File: config.mk
export PLATFORM = sky130hd
export DESIGN_NAME = i2c_register_access_master_top
export DESIGN_NICKNAME = d
export VERILOG_FILES = /design/src/sv/i2c_rac_pkg.sv /design/src/sv/i2c_rac_step.sv /design/src/sv/i2c_register_access_master_top.sv
export SDC_FILE = /design/constraint.sdc
export NUM_CORES = 1
export LEC_CHECK = 0
export BUFFER_PORTS_ARGS = -buffer_cell sky130_fd_sc_hd__buf_2
export CORE_ASPECT_RATIO = 0.6
export CORE_MARGIN = 2
export CORE_UTILIZATION = 40
export DETAILED_ROUTE_END_ITERATION = 12
export GPL_ROUTABILITY_DRIVEN = 0
export PLACE_DENSITY = 0.57
export REMOVE_ABC_BUFFERS = 1
export SYNTH_ARGS = -nofsm -noshare
export SYNTH_HDL_FRONTEND = slang
export SYNTH_HIERARCHICAL = 1
export SYNTH_SLANG_ARGS = --single-unit
File: constraint.sdc
create_clock -name clock -period 4.8 [get_ports clock]
set_input_delay 0.72 -clock clock [delete_from_list [all_inputs] [get_ports clock]]
set_output_delay 0.72 -clock clock [all_outputs]
set_load 0.005 [all_outputs]
File: src/sv/i2c_rac_pkg.sv
// shared types, constants and the pin-step program lookup for the i2c register access master
package i2c_rac_pkg;

   // pin-step operations of one transaction program
   typedef enum logic [3:0] {
      OP_START,
      OP_WA,
      OP_WA1,
      OP_WR,
      OP_WD,
      OP_ACK,
      OP_RD,
      OP_NOACK,
      OP_STOP,
      OP_DELAY
   } op_type;

   localparam int PhaseWidth = 4;
   localparam int WaitWidth  = 16;

   localparam logic [PhaseWidth-1:0] PHASE_IDLE       = 4'd0;
   localparam logic [PhaseWidth-1:0] PHASE_FIRST      = 4'd1;
   localparam logic [PhaseWidth-1:0] PHASE_WRITE_STOP = 4'd8;
   localparam logic [PhaseWidth-1:0] PHASE_READ_STOP  = 4'd11;

   localparam logic [WaitWidth-1:0] WAIT_MAX = 16'hFFFF;

   // register map
   localparam logic [0:0] REG_POST_WRITE_DELAY = 1'b0;
   localparam logic [0:0] REG_ACK_TIMEOUT      = 1'b1;

   localparam logic [15:0] POST_WRITE_DELAY_RESET = 16'd1000;
   localparam logic [15:0] ACK_TIMEOUT_RESET      = 16'd0;

   // transaction state carried from one item to the next
   typedef struct packed {
      logic [PhaseWidth-1:0] phase;
      logic [2:0]            bit_count;
      logic [1:0]            byte_step;
      logic [7:0]            shift_byte;
      logic                  is_read;
      logic [7:0]            address_byte;
      logic [7:0]            register_byte;
      logic [7:0]            write_byte;
      logic [WaitWidth-1:0]  wait_count;
      logic [7:0]            received_byte;
      logic                  scl;
      logic                  sda;
      logic                  abort;
   } state_type;

   localparam state_type STATE_RESET = '{
      phase:         PHASE_IDLE,
      bit_count:     3'd0,
      byte_step:     2'd0,
      shift_byte:    8'd0,
      is_read:       1'b0,
      address_byte:  8'd0,
      register_byte: 8'd0,
      write_byte:    8'd0,
      wait_count:    16'd0,
      received_byte: 8'd0,
      scl:           1'b1,
      sda:           1'b1,
      abort:         1'b0
   };

   // item step flags handed from the step logic to the result register
   typedef struct packed {
      logic accepted;
      logic done;
   } step_flags_type;

   // operation for a given program position; positions past the end fall to stop
   function automatic op_type current_op(input logic [PhaseWidth-1:0] phase,
                                         input logic                  is_read);
      op_type op;
      op = OP_STOP;
      if (is_read) begin
         case (phase)
            4'd1:    op = OP_START;
            4'd2:    op = OP_WA;
            4'd3:    op = OP_ACK;
            4'd4:    op = OP_WR;
            4'd5:    op = OP_ACK;
            4'd6:    op = OP_START;
            4'd7:    op = OP_WA1;
            4'd8:    op = OP_ACK;
            4'd9:    op = OP_RD;
            4'd10:   op = OP_NOACK;
            default: op = OP_STOP;
         endcase
      end else begin
         case (phase)
            4'd1:    op = OP_START;
            4'd2:    op = OP_WA;
            4'd3:    op = OP_ACK;
            4'd4:    op = OP_WR;
            4'd5:    op = OP_ACK;
            4'd6:    op = OP_WD;
            4'd7:    op = OP_ACK;
            4'd9:    op = OP_DELAY;
            default: op = OP_STOP;
         endcase
      end
      return op;
   endfunction

endpackage

File: src/sv/i2c_rac_step.sv
// next-state logic for one request or tick item of the i2c register access master
module i2c_rac_step (
   input  i2c_rac_pkg::state_type      cur_state,
   input  logic                        kind,
   input  logic                        is_read,
   input  logic [7:0]                  address_byte,
   input  logic [7:0]                  register_byte,
   input  logic [7:0]                  write_byte,
   input  logic                        sda_sample,
   input  logic [15:0]                 post_write_delay,
   input  logic [15:0]                 ack_timeout,
   output i2c_rac_pkg::state_type      next_state,
   output i2c_rac_pkg::step_flags_type flags
);

   i2c_rac_pkg::op_type op;
   logic [2:0]          bit_sel;
   logic [7:0]          tx_byte;
   logic [15:0]         wait_inc;
   logic [15:0]         wait_dec;

   // program position and the byte being shifted out
   always_comb begin
      op      = i2c_rac_pkg::current_op(cur_state.phase, cur_state.is_read);
      bit_sel = 3'd7 - cur_state.bit_count;
      case (op)
         i2c_rac_pkg::OP_WA:  tx_byte = cur_state.address_byte;
         i2c_rac_pkg::OP_WA1: tx_byte = cur_state.address_byte | 8'd1;
         i2c_rac_pkg::OP_WR:  tx_byte = cur_state.register_byte;
         default:             tx_byte = cur_state.write_byte;
      endcase
      wait_inc = (cur_state.wait_count < i2c_rac_pkg::WAIT_MAX) ?
                 cur_state.wait_count + 16'd1 : cur_state.wait_count;
      wait_dec = (cur_state.wait_count != 16'd0) ?
                 cur_state.wait_count - 16'd1 : cur_state.wait_count;
   end

   // one pin step per tick, or a request load when idle
   always_comb begin
      next_state     = cur_state;
      flags.accepted = 1'b0;
      flags.done     = 1'b0;
      if (kind) begin
         if (cur_state.phase == i2c_rac_pkg::PHASE_IDLE) begin
            next_state.is_read       = is_read;
            next_state.address_byte  = address_byte;
            next_state.register_byte = register_byte;
            next_state.write_byte    = write_byte;
            next_state.phase         = i2c_rac_pkg::PHASE_FIRST;
            next_state.byte_step     = 2'd0;
            next_state.bit_count     = 3'd0;
            next_state.shift_byte    = 8'd0;
            next_state.wait_count    = 16'd0;
            next_state.abort         = 1'b0;
            flags.accepted           = 1'b1;
         end
      end else if (cur_state.phase != i2c_rac_pkg::PHASE_IDLE) begin
         case (op)
            i2c_rac_pkg::OP_START: begin
               if (cur_state.byte_step == 2'd0) begin
                  next_state.scl       = 1'b1;
                  next_state.byte_step = 2'd1;
               end else if (cur_state.byte_step == 2'd1) begin
                  next_state.sda       = 1'b1;
                  next_state.byte_step = 2'd2;
               end else begin
                  next_state.sda       = 1'b0;
                  next_state.phase     = cur_state.phase + 4'd1;
                  next_state.byte_step = 2'd0;
                  next_state.bit_count = 3'd0;
               end
            end
            i2c_rac_pkg::OP_WA, i2c_rac_pkg::OP_WA1,
            i2c_rac_pkg::OP_WR, i2c_rac_pkg::OP_WD: begin
               if (cur_state.byte_step == 2'd0) begin
                  next_state.scl       = 1'b0;
                  next_state.byte_step = 2'd1;
               end else if (cur_state.byte_step == 2'd1) begin
                  next_state.sda       = tx_byte[bit_sel];
                  next_state.byte_step = 2'd2;
               end else begin
                  next_state.scl = 1'b1;
                  if (cur_state.bit_count == 3'd7) begin
                     next_state.phase     = cur_state.phase + 4'd1;
                     next_state.byte_step = 2'd0;
                     next_state.bit_count = 3'd0;
                  end else begin
                     next_state.bit_count = cur_state.bit_count + 3'd1;
                     next_state.byte_step = 2'd0;
                  end
               end
            end
            i2c_rac_pkg::OP_ACK: begin
               if (cur_state.byte_step == 2'd0) begin
                  next_state.scl       = 1'b0;
                  next_state.byte_step = 2'd1;
               end else if (cur_state.byte_step == 2'd1) begin
                  next_state.sda       = 1'b1;
                  next_state.byte_step = 2'd2;
               end else if (cur_state.byte_step == 2'd2) begin
                  next_state.scl        = 1'b1;
                  next_state.wait_count = 16'd0;
                  next_state.byte_step  = 2'd3;
               end else if (!sda_sample) begin
                  next_state.scl       = 1'b0;
                  next_state.phase     = cur_state.phase + 4'd1;
                  next_state.byte_step = 2'd0;
                  next_state.bit_count = 3'd0;
               end else if (ack_timeout != 16'd0) begin
                  next_state.wait_count = wait_inc;
                  // timed out: abort into the stop sequence
                  if (wait_inc >= ack_timeout) begin
                     next_state.abort     = 1'b1;
                     next_state.phase     = cur_state.is_read ?
                                            i2c_rac_pkg::PHASE_READ_STOP :
                                            i2c_rac_pkg::PHASE_WRITE_STOP;
                     next_state.byte_step = 2'd0;
                     next_state.bit_count = 3'd0;
                  end
               end
            end
            i2c_rac_pkg::OP_RD: begin
               if (cur_state.byte_step == 2'd0) begin
                  next_state.scl = 1'b1;
                  if (sda_sample) begin
                     next_state.shift_byte[bit_sel] = 1'b1;
                  end
                  next_state.byte_step = 2'd1;
               end else begin
                  next_state.scl = 1'b0;
                  if (cur_state.bit_count == 3'd7) begin
                     next_state.received_byte = cur_state.shift_byte;
                     next_state.phase         = cur_state.phase + 4'd1;
                     next_state.byte_step     = 2'd0;
                     next_state.bit_count     = 3'd0;
                  end else begin
                     next_state.bit_count = cur_state.bit_count + 3'd1;
                     next_state.byte_step = 2'd0;
                  end
               end
            end
            i2c_rac_pkg::OP_NOACK: begin
               if (cur_state.byte_step == 2'd0) begin
                  next_state.scl       = 1'b0;
                  next_state.byte_step = 2'd1;
               end else if (cur_state.byte_step == 2'd1) begin
                  next_state.sda       = 1'b1;
                  next_state.byte_step = 2'd2;
               end else begin
                  next_state.scl       = 1'b1;
                  next_state.phase     = cur_state.phase + 4'd1;
                  next_state.byte_step = 2'd0;
                  next_state.bit_count = 3'd0;
               end
            end
            i2c_rac_pkg::OP_STOP: begin
               if (cur_state.byte_step == 2'd0) begin
                  next_state.scl       = 1'b0;
                  next_state.byte_step = 2'd1;
               end else if (cur_state.byte_step == 2'd1) begin
                  next_state.sda       = 1'b0;
                  next_state.byte_step = 2'd2;
               end else if (cur_state.byte_step == 2'd2) begin
                  next_state.scl       = 1'b1;
                  next_state.byte_step = 2'd3;
               end else begin
                  next_state.sda = 1'b1;
                  if (!cur_state.is_read && !cur_state.abort &&
                      post_write_delay != 16'd0) begin
                     next_state.phase      = cur_state.phase + 4'd1;
                     next_state.byte_step  = 2'd0;
                     next_state.bit_count  = 3'd0;
                     next_state.wait_count = post_write_delay;
                  end else begin
                     next_state.phase     = i2c_rac_pkg::PHASE_IDLE;
                     next_state.byte_step = 2'd0;
                     next_state.bit_count = 3'd0;
                     flags.done           = 1'b1;
                  end
               end
            end
            default: begin
               // post-write delay countdown
               next_state.wait_count = wait_dec;
               if (wait_dec == 16'd0) begin
                  next_state.phase     = i2c_rac_pkg::PHASE_IDLE;
                  next_state.byte_step = 2'd0;
                  next_state.bit_count = 3'd0;
                  flags.done           = 1'b1;
               end
            end
         endcase
      end
   end

endmodule

File: src/sv/i2c_register_access_master_top.sv
// top level of the i2c register access master: channels, state and result registers, csr port
//
// A request transfer (req_kind 1) loads a one-register read or write transaction
// when the block is idle; while busy it is answered with rsp_accepted 0 and
// changes nothing. Each tick transfer (req_kind 0) carries the sampled SDA level
// and, while busy, performs one SCL/SDA pin step; its result gives the pin levels after it.
// Every input transfer yields exactly one result transfer.
// The result is registered; throughput is one item per cycle while the receiver
// takes results, set by the single state register updated from the step logic.
// A new item is taken whenever the result register is empty or being drained
// in the same cycle, so a stalled receiver holds the result and backs up the
// input channel after one item.
// The csr port holds post_write_delay (address 0) and ack_timeout (address 4);
// pready is always high, writes land on the access cycle.
// Synchronous reset returns to idle with both pins high, post_write_delay 1000,
// ack_timeout 0 and no result pending.
module i2c_register_access_master_top (
   input  logic        clock,
   input  logic        reset,
   // input channel
   input  logic        req_valid,
   output logic        req_ready,
   input  logic        req_kind,
   input  logic        req_is_read,
   input  logic [7:0]  req_address_byte,
   input  logic [7:0]  req_register_byte,
   input  logic [7:0]  req_write_byte,
   input  logic        req_sda_sample,
   // result channel
   output logic        rsp_valid,
   input  logic        rsp_ready,
   output logic        rsp_scl_level,
   output logic        rsp_sda_level,
   output logic        rsp_busy_res,
   output logic        rsp_accepted,
   output logic        rsp_done_res,
   output logic [7:0]  rsp_read_byte,
   output logic        rsp_ack_missing,
   // configuration port
   input  logic        csr_psel,
   input  logic        csr_penable,
   input  logic        csr_pwrite,
   input  logic [2:0]  csr_paddr,
   input  logic [31:0] csr_pwdata,
   output logic [31:0] csr_prdata,
   output logic        csr_pready
);

   i2c_rac_pkg::state_type      state_ff;
   i2c_rac_pkg::state_type      state_in;
   i2c_rac_pkg::step_flags_type flags;
   logic [15:0]                 post_write_delay_ff;
   logic [15:0]                 ack_timeout_ff;
   logic                        rsp_valid_ff;
   logic                        rsp_accepted_ff;
   logic                        rsp_done_res_ff;
   logic                        req_fire;
   logic                        csr_write;

   // handshake
   assign req_ready = !rsp_valid_ff || rsp_ready;
   assign req_fire  = req_valid && req_ready;
   assign rsp_valid = rsp_valid_ff;

   // step logic
   i2c_rac_step u_step (
      .cur_state        (state_ff),
      .kind             (req_kind),
      .is_read          (req_is_read),
      .address_byte     (req_address_byte),
      .register_byte    (req_register_byte),
      .write_byte       (req_write_byte),
      .sda_sample       (req_sda_sample),
      .post_write_delay (post_write_delay_ff),
      .ack_timeout      (ack_timeout_ff),
      .next_state       (state_in),
      .flags            (flags)
   );

   // transaction state
   always_ff @(posedge clock) begin
      if (reset) begin
         state_ff <= i2c_rac_pkg::STATE_RESET;
      end else if (req_fire) begin
         state_ff <= state_in;
      end
   end

   // result register
   always_ff @(posedge clock) begin
      if (reset) begin
         rsp_valid_ff    <= 1'b0;
         rsp_accepted_ff <= 1'b0;
         rsp_done_res_ff <= 1'b0;
      end else if (req_fire) begin
         rsp_valid_ff    <= 1'b1;
         rsp_accepted_ff <= flags.accepted;
         rsp_done_res_ff <= flags.done;
      end else if (rsp_ready) begin
         rsp_valid_ff <= 1'b0;
      end
   end

   // the pin, busy, read byte and ack_missing fields come straight from the state just written
   assign rsp_scl_level   = state_ff.scl;
   assign rsp_sda_level   = state_ff.sda;
   assign rsp_busy_res    = state_ff.phase != i2c_rac_pkg::PHASE_IDLE;
   assign rsp_accepted    = rsp_accepted_ff;
   assign rsp_done_res    = rsp_done_res_ff;
   assign rsp_read_byte   = state_ff.received_byte;
   assign rsp_ack_missing = state_ff.abort;

   // csr registers
   assign csr_pready = 1'b1;
   assign csr_write  = csr_psel && csr_penable && csr_pwrite && csr_pready;

   always_ff @(posedge clock) begin
      if (reset) begin
         post_write_delay_ff <= i2c_rac_pkg::POST_WRITE_DELAY_RESET;
         ack_timeout_ff      <= i2c_rac_pkg::ACK_TIMEOUT_RESET;
      end else if (csr_write) begin
         case (csr_paddr[2])
            i2c_rac_pkg::REG_POST_WRITE_DELAY: post_write_delay_ff <= csr_pwdata[15:0];
            i2c_rac_pkg::REG_ACK_TIMEOUT:      ack_timeout_ff      <= csr_pwdata[15:0];
            default:                           ack_timeout_ff      <= ack_timeout_ff;
         endcase
      end
   end

   // csr read back
   always_comb begin
      case (csr_paddr[2])
         i2c_rac_pkg::REG_POST_WRITE_DELAY: csr_prdata = {16'd0, post_write_delay_ff};
         i2c_rac_pkg::REG_ACK_TIMEOUT:      csr_prdata = {16'd0, ack_timeout_ff};
         default:                           csr_prdata = 32'd0;
      endcase
   end

   // a request taken while idle starts a transaction
   a_request_starts: assert property (@(posedge clock) disable iff (reset)
      req_fire && req_kind && state_ff.phase == i2c_rac_pkg::PHASE_IDLE
      |=> rsp_accepted_ff && rsp_busy_res && !rsp_done_res_ff)
      else $error("idle request did not start a transaction");

   // the end of a transaction leaves the block idle
   a_done_idle: assert property (@(posedge clock) disable iff (reset)
      rsp_valid_ff && rsp_done_res_ff |-> !rsp_busy_res)
      else $error("transaction ended but block still busy");

   // a tick while idle does nothing to the pins or phase
   a_idle_tick_quiet: assert property (@(posedge clock) disable iff (reset)
      req_fire && !req_kind && state_ff.phase == i2c_rac_pkg::PHASE_IDLE
      |=> state_ff.phase == i2c_rac_pkg::PHASE_IDLE && $stable(state_ff.scl)
          && $stable(state_ff.sda) && !rsp_done_res_ff)
      else $error("tick while idle changed state");

   // a request while busy is refused and leaves the held request alone
   a_busy_refuse: assert property (@(posedge clock) disable iff (reset)
      req_fire && req_kind && state_ff.phase != i2c_rac_pkg::PHASE_IDLE
      |=> !rsp_accepted_ff && $stable(state_ff.address_byte) && $stable(state_ff.phase))
      else $error("request while busy was not refused");

endmodule
Yosys cells after proc, flatten, opt, wreduce, memory -nomap -nowiden

Memory sizes are Yosys's and may differ from the RTL's. A register that Yosys moved wholly into a read port is not among the register bits.
Index checks and enable logic that the tools add are counted.

$add $sub $neg: 5
$lt $le $gt $ge: 4
Equal/unequal tests: 47
Mux-type cells: 108
Bitwise gates (word level): 4
Reduce and logical (&&, ||, !) cells: 45

Operators with widths:

| operator                                       | number |
|---|---|
| two-way mux 16 bit                             | 12 |
| two-way mux 7 bit                              | 11 |
| one-hot mux 32 bit (2 select lines)            | 1 |
| two-way mux 58 bit                             | 1 |
| two-way mux 8 bit                              | 6 |
| one-hot mux 16 bit (3 select lines)            | 1 |
| nonzero test 16 bit                            | 3 |
| two-way mux 9 bit                              | 5 |
| one-hot mux 9 bit (5 select lines)             | 1 |
| two-way mux 1 bit                              | 41 |
| two-way mux 17 bit                             | 2 |
| inequality test 3 bit (second input constant)  | 11 |
| two-way mux 27 bit                             | 1 |
| two-way mux 2 bit                              | 13 |
| two-way mux 4 bit                              | 6 |
| one-hot mux 8 bit (3 select lines)             | 1 |
| AND reduction 10 bit                           | 2 |
| AND reduction 6 bit                            | 3 |
| AND reduction 17 bit                           | 1 |
| adder 16 x 1 -> 16 bit (second input constant) | 1 |
| == test 4 x 3 -> 1 bit (second input constant) | 4 |
| greater-or-equal comparator 16 bit             | 1 |
| zero test 16 bit                               | 1 |
| < comparator 16 bit (second input constant)    | 1 |
| 44 further kinds                               | 83 |

Register bits: 104
ROM bits: 128
Bits of input ports: 69
Output and inout bits: 49
Memories kept: 2

Memories:

| name             | words | width | read ports | clocked after memory_dff | write ports | RTL line          | text |
|---|---|---|---|---|---|---|---|
| (name not given) | 16    | 4     | 1          | 1                        | 0           | i2c_rac_pkg.sv:80 | `case (phase)` |
| (name not given) | 16    | 4     | 1          | 1                        | 0           | i2c_rac_pkg.sv:94 | `case (phase)` |

Logic depth before layout (Yosys ltp)

Gate-level depths: netlist (run 1).

Word-level depth: 14
Depth in mapped cells: 19
Gate-level depth less buffers: 18

By module

The synthesis (run 1) kept the hierarchy.

By module, submodules not included:

| module                         | instances | cells each | area an instance (um^2) | sequential area each (um^2) |
|---|---|---|---|---|
| i2c_register_access_master_top | 1         | 517        | 4639.4                  | 2082.0 |
| i2c_rac_step                   | 1         | 700        | 4589.4                  | 0.0 |

Worst setup path after synthesis (run 1)

No wires, ideal clock.

Path kind: reg-to-reg
From: register state_ff[18] in the netlist's numbering
To: register state_ff[65] in the netlist's numbering
Setup time: 0.070 ns
Arrival time: 3.687 ns
Setup slack: 1.043 ns
Cell stages (with the launch flop): 17
Cell sequence: dfxtp_1 > clkbuf_1 > nand2_1 > nor4_4 > nand2_1 > mux2_2 > ha_1 > o211ai_1 > a21oi_1 > a2111oi_0 > o211ai_1 > a32o_1 > o21ai_0 > a31oi_1 > nand3_1 > nand3_1 > a21oi_1

Word-level cells in the longest chain between the ends: 5
Elaborated cells between the ends (all ways): 11

RTL lines:

| item                                                                                         | RTL line                                 | text |
|---|---|---|
| start, declared                                                                              | i2c_register_access_master_top.sv:49     | `i2c_rac_pkg::state_type state_ff;` |
| start signal, assigned                                                                       | i2c_register_access_master_top.sv:83     | `state_ff <= i2c_rac_pkg::STATE_RESET;` |
| start signal, assigned                                                                       | i2c_register_access_master_top.sv:85     | `state_ff <= state_in;` |
| adder 16 x 1 -> 16 bit, or another cell as far along                                         | i2c_rac_step.sv:33                       | `cur_state.wait_count + 16'd1 : cur_state.wait_count;` |
| two-way mux 16 bit, on equally long branches                                                 | i2c_rac_step.sv:32, i2c_rac_step.sv:34   |  |
| greater-or-equal comparator 16 bit / zero test 16 bit (equally long branches)                | i2c_rac_step.sv:112, i2c_rac_step.sv:185 |  |
| inequality test 4 x 3 -> 1 bit (no source line) / nonzero test 7 bit (equally long branches) | --                                       |  |
| AND reduction 17 bit (no source line) *                                                      | --                                       |  |

Every way passes the cells marked *; elsewhere a longest branch is shown, timed or not.
A chain may end at the register's enable or synchronous reset.

Final worst setup path (run 1)

From: register state_ff[12] in the netlist's numbering
To: register state_ff[61] in the netlist's numbering

Word-level cells in the longest chain between the ends: 5
Elaborated cells between the ends (all ways): 11

RTL lines:

| item                                                                                         | RTL line |
|---|---|
| adder 16 x 1 -> 16 bit, or another cell as far along                                         | i2c_rac_step.sv:33 |
| two-way mux 16 bit, on equally long branches                                                 | i2c_rac_step.sv:32, i2c_rac_step.sv:34 |
| greater-or-equal comparator 16 bit / zero test 16 bit (equally long branches)                | i2c_rac_step.sv:112, i2c_rac_step.sv:185 |
| inequality test 7 x 3 -> 1 bit (no source line) / nonzero test 7 bit (equally long branches) | -- |
| AND reduction 6 bit (no source line) *                                                       | -- |

Marks and branches as above.

==> results of run 1 <==
## synth_stat cells, types with 6 or more instances
master	n
a21oi_1	151
nand2_1	114
dfxtp_1	104
nand3_1	97
nor2_1	67
clkbuf_1	54
mux2_2	51
a21bo_2	50
o21ai_0	46
buf_2	41
inv_1	40
nor3_1	35
ha_1	31
buf_4	29
a21bo_1	19
nand4_1	17
o211ai_1	15
xnor2_1	15
a31oi_1	12
nor4_1	12
a211oi_1	11
a221oi_1	11
mux2i_1	10
a22oi_1	9
and2_1	9
and3_1	9
a32o_1	8
a21o_1	7
buf_6	7
nand2b_1	7
o22ai_1	7
o31ai_1	6
or4_1	6
## worst max-delay path: cells and delay by family, from the launching register on
kind	cells	cell delay [ps]
AO/OA/AOI/OAI	9	2110
AND/OR/NAND/NOR	4	900
buffers and inverters	2	370
adder cells (fa/ha/maj)	2	520
flip-flops	1	340
XOR/XNOR	1	160
## metal layers
metal,track usage [%],vias to the layer above,wire (um)
met5,0,-,0
met4,6.20,0,451
met3,6.92,44,3560
met2,31.1,497,11500
met1,43.4,4498,16300
li1,-,4489,-
## where the power goes
group          switching (mW)  internal (mW)
clock                   0.356          0.508
combinational           0.346          0.202
sequential             0.0268          0.885
total                   0.729           1.60
## through the flow
stage,hold slack [ps],worst slack [ps]
finish,491,301
global route,529,-7.40
CTS,490,146
detailed placement,481,166
global placement,475,326
floorplan,452,900
## flip-flops by register name, summed over array words and instances, names as in the netlist
name                 cells
rsp_accepted             1
rsp_read_byte            8
rsp_ack_missing          1
ack_timeout_ff          16
rsp_valid                1
rsp_done_res             1
rsp_sda_level            1
post_write_delay_ff     16
rsp_scl_level            1
state_ff                58
## cell families (layout without fill, tap and decap cells)
family / after synthesis / after routing
buf+inv: 177 / 184
flops: 104 / 104
mux: 66 / 66
simple gates: 405 / 405
xor+xnor: 20 / 20
compound gates: 412 / 412
fa+ha+maj: 31 / 31
other cells: 2 / 17
## final timing paths
| kind | start | slack [ps] | end | cells after the start |
|---|---|---|---|---|
| worst max-delay path | state_ff[12] | 300 | state_ff[61] | 18 |
| worst min-delay path | ack_timeout_ff[13] | 490 | ack_timeout_ff[13] | 2 |
| worst max register to register | state_ff[12] | 300 | state_ff[61] | 18 |
| worst min register to register | ack_timeout_ff[13] | 490 | ack_timeout_ff[13] | 2 |
## cell type report
type                            count  area [um2]
Inverter                           40         150
Multi-Input combinational cell    951        6320
Timing Repair Buffer              128         761
Fill cell                        2270       12300
Clock buffer                       10         229
Sequential cell                   104        2080
Clock inverter                      6         108
Tap cell                          308         385
## what timing repair did
action,in CTS,in global routing
setup endpoints to repair,0,9
buffers inserted,0,3
resized for setup,0,2
hold endpoints to repair,0,0
==> results.ini, run 1 <==
[setup_path]
max_stage_delay_ps=470
crit_type=register to register
crit_chain=ha_1 > nand4_1 > nor4_4 > a21oi_1 > nand2_1 > xnor2_1 > ha_1 > a21o_1 > a2111oi_1 > buf_4 > o211ai_1 > a21oi_1 > buf_4 > o311ai_0 > a21oi_1 > a21o_1 > nand3_1 > a21oi_1
cp_slowest_cell=a2111oi_1
arrival_ps=4790
crit_top_cell=a21oi_1
critPathCaptureType=register
worstPathRequired_ps=5100
startpoint_type=register
path_max_fanout=8

[global_routing]
grt_pass1_vias=8386
grtUsageTotal_pct=26.1
grt_pass1_wl_mm=49.3
antenna_found_initial=0
grt_max_degree=84
overflow=0

[logic_synthesis]
synth.avg_cell_area_um2=7.58
synth_warnings=6
yosysSeqAreaShare_pct=22.6
yosys.area.top_type_share_pct=22.6
synth_top_family_by_area=compound AO/OA/AOI/OAI gates
synth_mux_area_share_pct=8.53
ys_async_sr_fraction_pct=0
synth_edf_count=0
synth_compound_area_share_pct=31.1
synth_adder_area_share_pct=4.20
synth_xor_area_share_pct=1.90
yosysTopAreaCell=dfxtp_1
syn_inst=1217
synth_area_um2=9230
ys_top_cells_by_area=dfxtp_1 (23%), a21oi_1 (8.2%), mux2_2 (6.2%)
yosys.area_share.simple_pct=22.1
synth-seq-cells=104
yosys.cell_types.count=85
synthFlopType=dfxtp_1

[route]
via_per_inst=6.16
drt_wl_total_mm=31.7
drtIter0Drc=1239
ant_nets=0
num_vias=9528
wl_per_cell_um=20.5
first_pass_iters=5
drc_errors=0

[clock_tree]
htree_num_levels=3
clk_pin_slew_ps=80
tritoncts=built
cts_buffers=9
ctsRootBufferMaster=clkbuf_16
cts_sinks=104
hold_buffers=0
clock_path_buffers=2
insertion_delay_ps=380

[outcome]
status=finished clean

[timing]
fin_setup_tns_ps=0
finalCriticalPeriod_ps=4500
worstMarginPinSlew_ps=921
max_freq_ghz=0.222
finalHoldViolations=0
relSlewSlack_pct=38.6
clock_skew_ps=11.7
setup_viol=0
slew_violations=0
finalCritPeriodShare_pct=93.7

[placement]
hpwl_mm=22.7
placed_area_um2=9680
port_buffers=82
dp.cells=1528

[cells_and_area]
postLayoutCoreUtil_pct=45.0
mostFrequentLayoutCells=a21oi_1 (151), nand2_1 (114), dfxtp_1 (103)
antenna_cells=0
syn_to_final_growth_pct=8.80
final_area_um2=10000
nets=1334
final_cell_count_no_fill=1547
drive_gt1_share_pct=21.7
layout_commonest_cell=a21oi_1

[floorplan]
initial_core_util_pct=41.3
die_area_um2=24300
coreArea_um2=22300
die_y_um=122
num_rows=42
die_x_um=200
io_pins=118

[min_path]
hold_path_class=register to register

[power_and_ir_drop]
power_mw=2.32
p_leak_nw=3.77
p_per_area_nw_per_um2=232
ir_drop_mv=0.180

[flow_run]
maxCapViolCount=0

(Power assumes the default switching activity.)
==> run 2: changes to the inputs <==
--- a/config.mk
+++ b/config.mk
@@ -8,10 +8,11 @@
 export BUFFER_PORTS_ARGS = -buffer_cell sky130_fd_sc_hd__buf_2
 export CORE_ASPECT_RATIO = 0.6
 export CORE_MARGIN = 2
-export CORE_UTILIZATION = 40
+export CORE_UTILIZATION = 25
 export DETAILED_ROUTE_END_ITERATION = 12
 export GPL_ROUTABILITY_DRIVEN = 0
-export PLACE_DENSITY = 0.57
+export GPL_TIMING_DRIVEN = 0
+export PLACE_DENSITY = 0.39
 export REMOVE_ABC_BUFFERS = 1
 export SYNTH_ARGS = -nofsm -noshare
 export SYNTH_HDL_FRONTEND = slang
==> run 2 against run 1 <==
Against the previous run:
- largest power group unchanged
- maximum frequency shrank 1.9%
- global-route usage shrank 8.3 points
- critical endpoint is now state_ff[65]
- first-iteration DRC count shrank 15%
- worst hold slack lost 2.8 ps
- largest cell class unchanged
- sequential share of layout area shrank 0.057 points
- critical path depth is the same
==> results.ini, run 2 (synthesis results as in run 1) <==
[outcome]
status=finished clean  ; unchanged

[setup_path]
cp_slowest_cell=a2111oi_2  ; was a2111oi_1
crit_chain=ha_2 > nand4_1 > nor4_4 > buf_4 > a21oi_2 > nand2_1 > xnor2_1 > ha_1 > a21o_1 > a2111oi_2 > o211ai_1 > buf_4 > a32o_1 > o21ai_0 > a31oi_1 > nand3_1 > nand3_1 > a21oi_1  ; was ha_1 > nand4_1 > nor4_4 > a21oi_1 > nand2_1 > xnor2_1 > ha_1 > a21o_1 > a2111oi_1 > buf_4 > o211ai_1 > a21oi_1 > buf_4 > o311ai_0 > a21oi_1 > a21o_1 > nand3_1 > a21oi_1
path_max_fanout=15  ; was 8
critPathCaptureType=register  ; unchanged
crit_type=register to register  ; unchanged
startpoint_type=register  ; unchanged
arrival_ps=4890  ; was 4790 ps
worstPathRequired_ps=5100  ; about the same
max_stage_delay_ps=540  ; was 470 ps

[timing]
worstMarginPinSlew_ps=1060  ; was 921 ps
finalHoldViolations=0  ; unchanged
finalCriticalPeriod_ps=4590  ; was 4500 ps
relSlewSlack_pct=29.4  ; was 38.6%
finalCritPeriodShare_pct=95.5  ; was 93.7%
hold_ws_ps=488  ; was 491 ps
setup_viol=0  ; unchanged
max_freq_ghz=0.218  ; was 0.222 GHz
slew_violations=0  ; unchanged
clock_skew_ps=8.16  ; was 11.7 ps

[cells_and_area]
drive_gt1_share_pct=20.7  ; was 21.7%
layout_commonest_cell=a21oi_1  ; unchanged
largest-register=state_ff  ; unchanged
postLayoutCoreUtil_pct=27.8  ; was 45.0%
largestRegisters=state_ff: 58 flops, ack_timeout_ff: 16 flops, post_write_delay_ff: 16 flops  ; unchanged
antenna_cells=0  ; unchanged
largest_register_ffs=58  ; unchanged
syn_to_final_growth_pct=9.56  ; was 8.80%
mostFrequentLayoutCells=a21oi_1 (148), nand2_1 (112), dfxtp_1 (98)  ; was a21oi_1 (151), nand2_1 (114), dfxtp_1 (103)
nets=1305  ; was 1,334

[clock_tree]
insertion_delay_ps=380  ; about the same
clock_path_buffers=2  ; unchanged
cts_buffers=9  ; unchanged
htree_num_levels=3  ; unchanged
clk_pin_slew_ps=70  ; was 80 ps
ctsRootBufferMaster=clkbuf_16  ; unchanged
tritoncts=built  ; unchanged
cts_sinks=104  ; unchanged

[global_routing]
antenna_found_initial=2  ; was 0
grtUsageTotal_pct=17.8  ; was 26.1%
overflow=0  ; unchanged
grt_max_degree=86  ; was 84
grt_pass1_vias=8401  ; was 8,386
grt_pass1_wl_mm=53.3  ; was 49.3 mm

[flow_run]
maxCapViolCount=0  ; unchanged

[power_and_ir_drop]
p_leak_nw=3.63  ; was 3.77 nW
p_per_area_nw_per_um2=216  ; was 232 nW/um2
power_mw=2.18  ; was 2.32 mW
ir_drop_mv=0.184  ; was 0.180 mV

[placement]
port_buffers=82  ; unchanged
hpwl_mm=24.8  ; was 22.7 mm

[min_path]
hold_path_class=register to register  ; unchanged

[route]
first_pass_iters=5  ; unchanged
num_vias=9161  ; was 9,528
wl_per_cell_um=20.4  ; was 20.5 um
drt_wl_total_mm=34.4  ; was 31.7 mm
via_per_inst=5.44  ; was 6.16
drtIter0Drc=1052  ; was 1,239
ant_nets=0  ; unchanged
drc_errors=0  ; unchanged

[floorplan]
die_area_um2=38500  ; was 24,300 um2
num_rows=54  ; was 42
initial_core_util_pct=25.4  ; was 41.3%
io_pins=118  ; unchanged
die_y_um=153  ; was 122 um
coreArea_um2=36300  ; was 22,300 um2
die_x_um=252  ; was 200 um

==> run 2: where the power goes <==
part           switching, mW  leakage [nW]  internal [mW]
clock                  0.348         0.126          0.361
sequential            0.0341         0.846          0.885
combinational          0.347          2.66          0.205
==> run 2: through the flow <==
step	setup WS [ps]	instance area (um2)	setup TNS [ps]	std cells
after floorplan	900	8560	0	1095
after global placement	-1340	9560	-22420	1653
after detailed placement	-710	9720	-4800	1661
after CTS	22.2	10000	0	1675
after global routing	-1.19	10100	-1.19	1684
final	214	10100	0	1684
==> run 2: final cells by class <==
type | instances | area, um2
Tap cell | 476 | 596
Multi-Input combinational cell | 951 | 6380
Clock inverter | 1 | 5.00
Fill cell | 4009 | 26200
Sequential cell | 104 | 2090
Clock buffer | 13 | 250
Timing Repair Buffer | 99 | 642
Inverter | 40 | 150
==> run 2: what timing repair did <==
action,4_1_cts,5_1_grt
setup buffers,0,8
hold buffers,0,0
setup endpoints to repair,13,16
gates resized for setup,9,7
pin swaps,0,3
==> run 2: critical path: cells and delay by family, from the launching register on <==
| kind | cells | cell delay, ps |
|---|---|---|
| compound gates | 8 | 1980 |
| simple gates | 5 | 780 |
| fa+ha+maj | 2 | 670 |
| flops | 1 | 520 |
| buf+inv | 2 | 400 |
| xor+xnor | 1 | 150 |
==> run 2: worst paths after layout <==
kind                            cells after the start           endpoint  slack (ps)               from
worst max-delay path                               18       state_ff[65]         210       state_ff[11]
worst min-delay path                                2  ack_timeout_ff[4]         490  ack_timeout_ff[4]
worst max register to register                     18       state_ff[65]         210       state_ff[11]
worst min register to register                      2  ack_timeout_ff[4]         490  ack_timeout_ff[4]
==> run 2: layer usage <==
metal / wire length [um] / global-route usage [%] / vias to the layer above / share of wire [%]
met5: 13 / 0 / - / 0.038
met4: 379 / 3.24 / 2 / 1.1
met3: 2480 / 4.04 / 29 / 7.2
met2: 12900 / 22.4 / 319 / 38
met1: 18600 / 29.6 / 4381 / 54
li1: - / - / 4430 / -
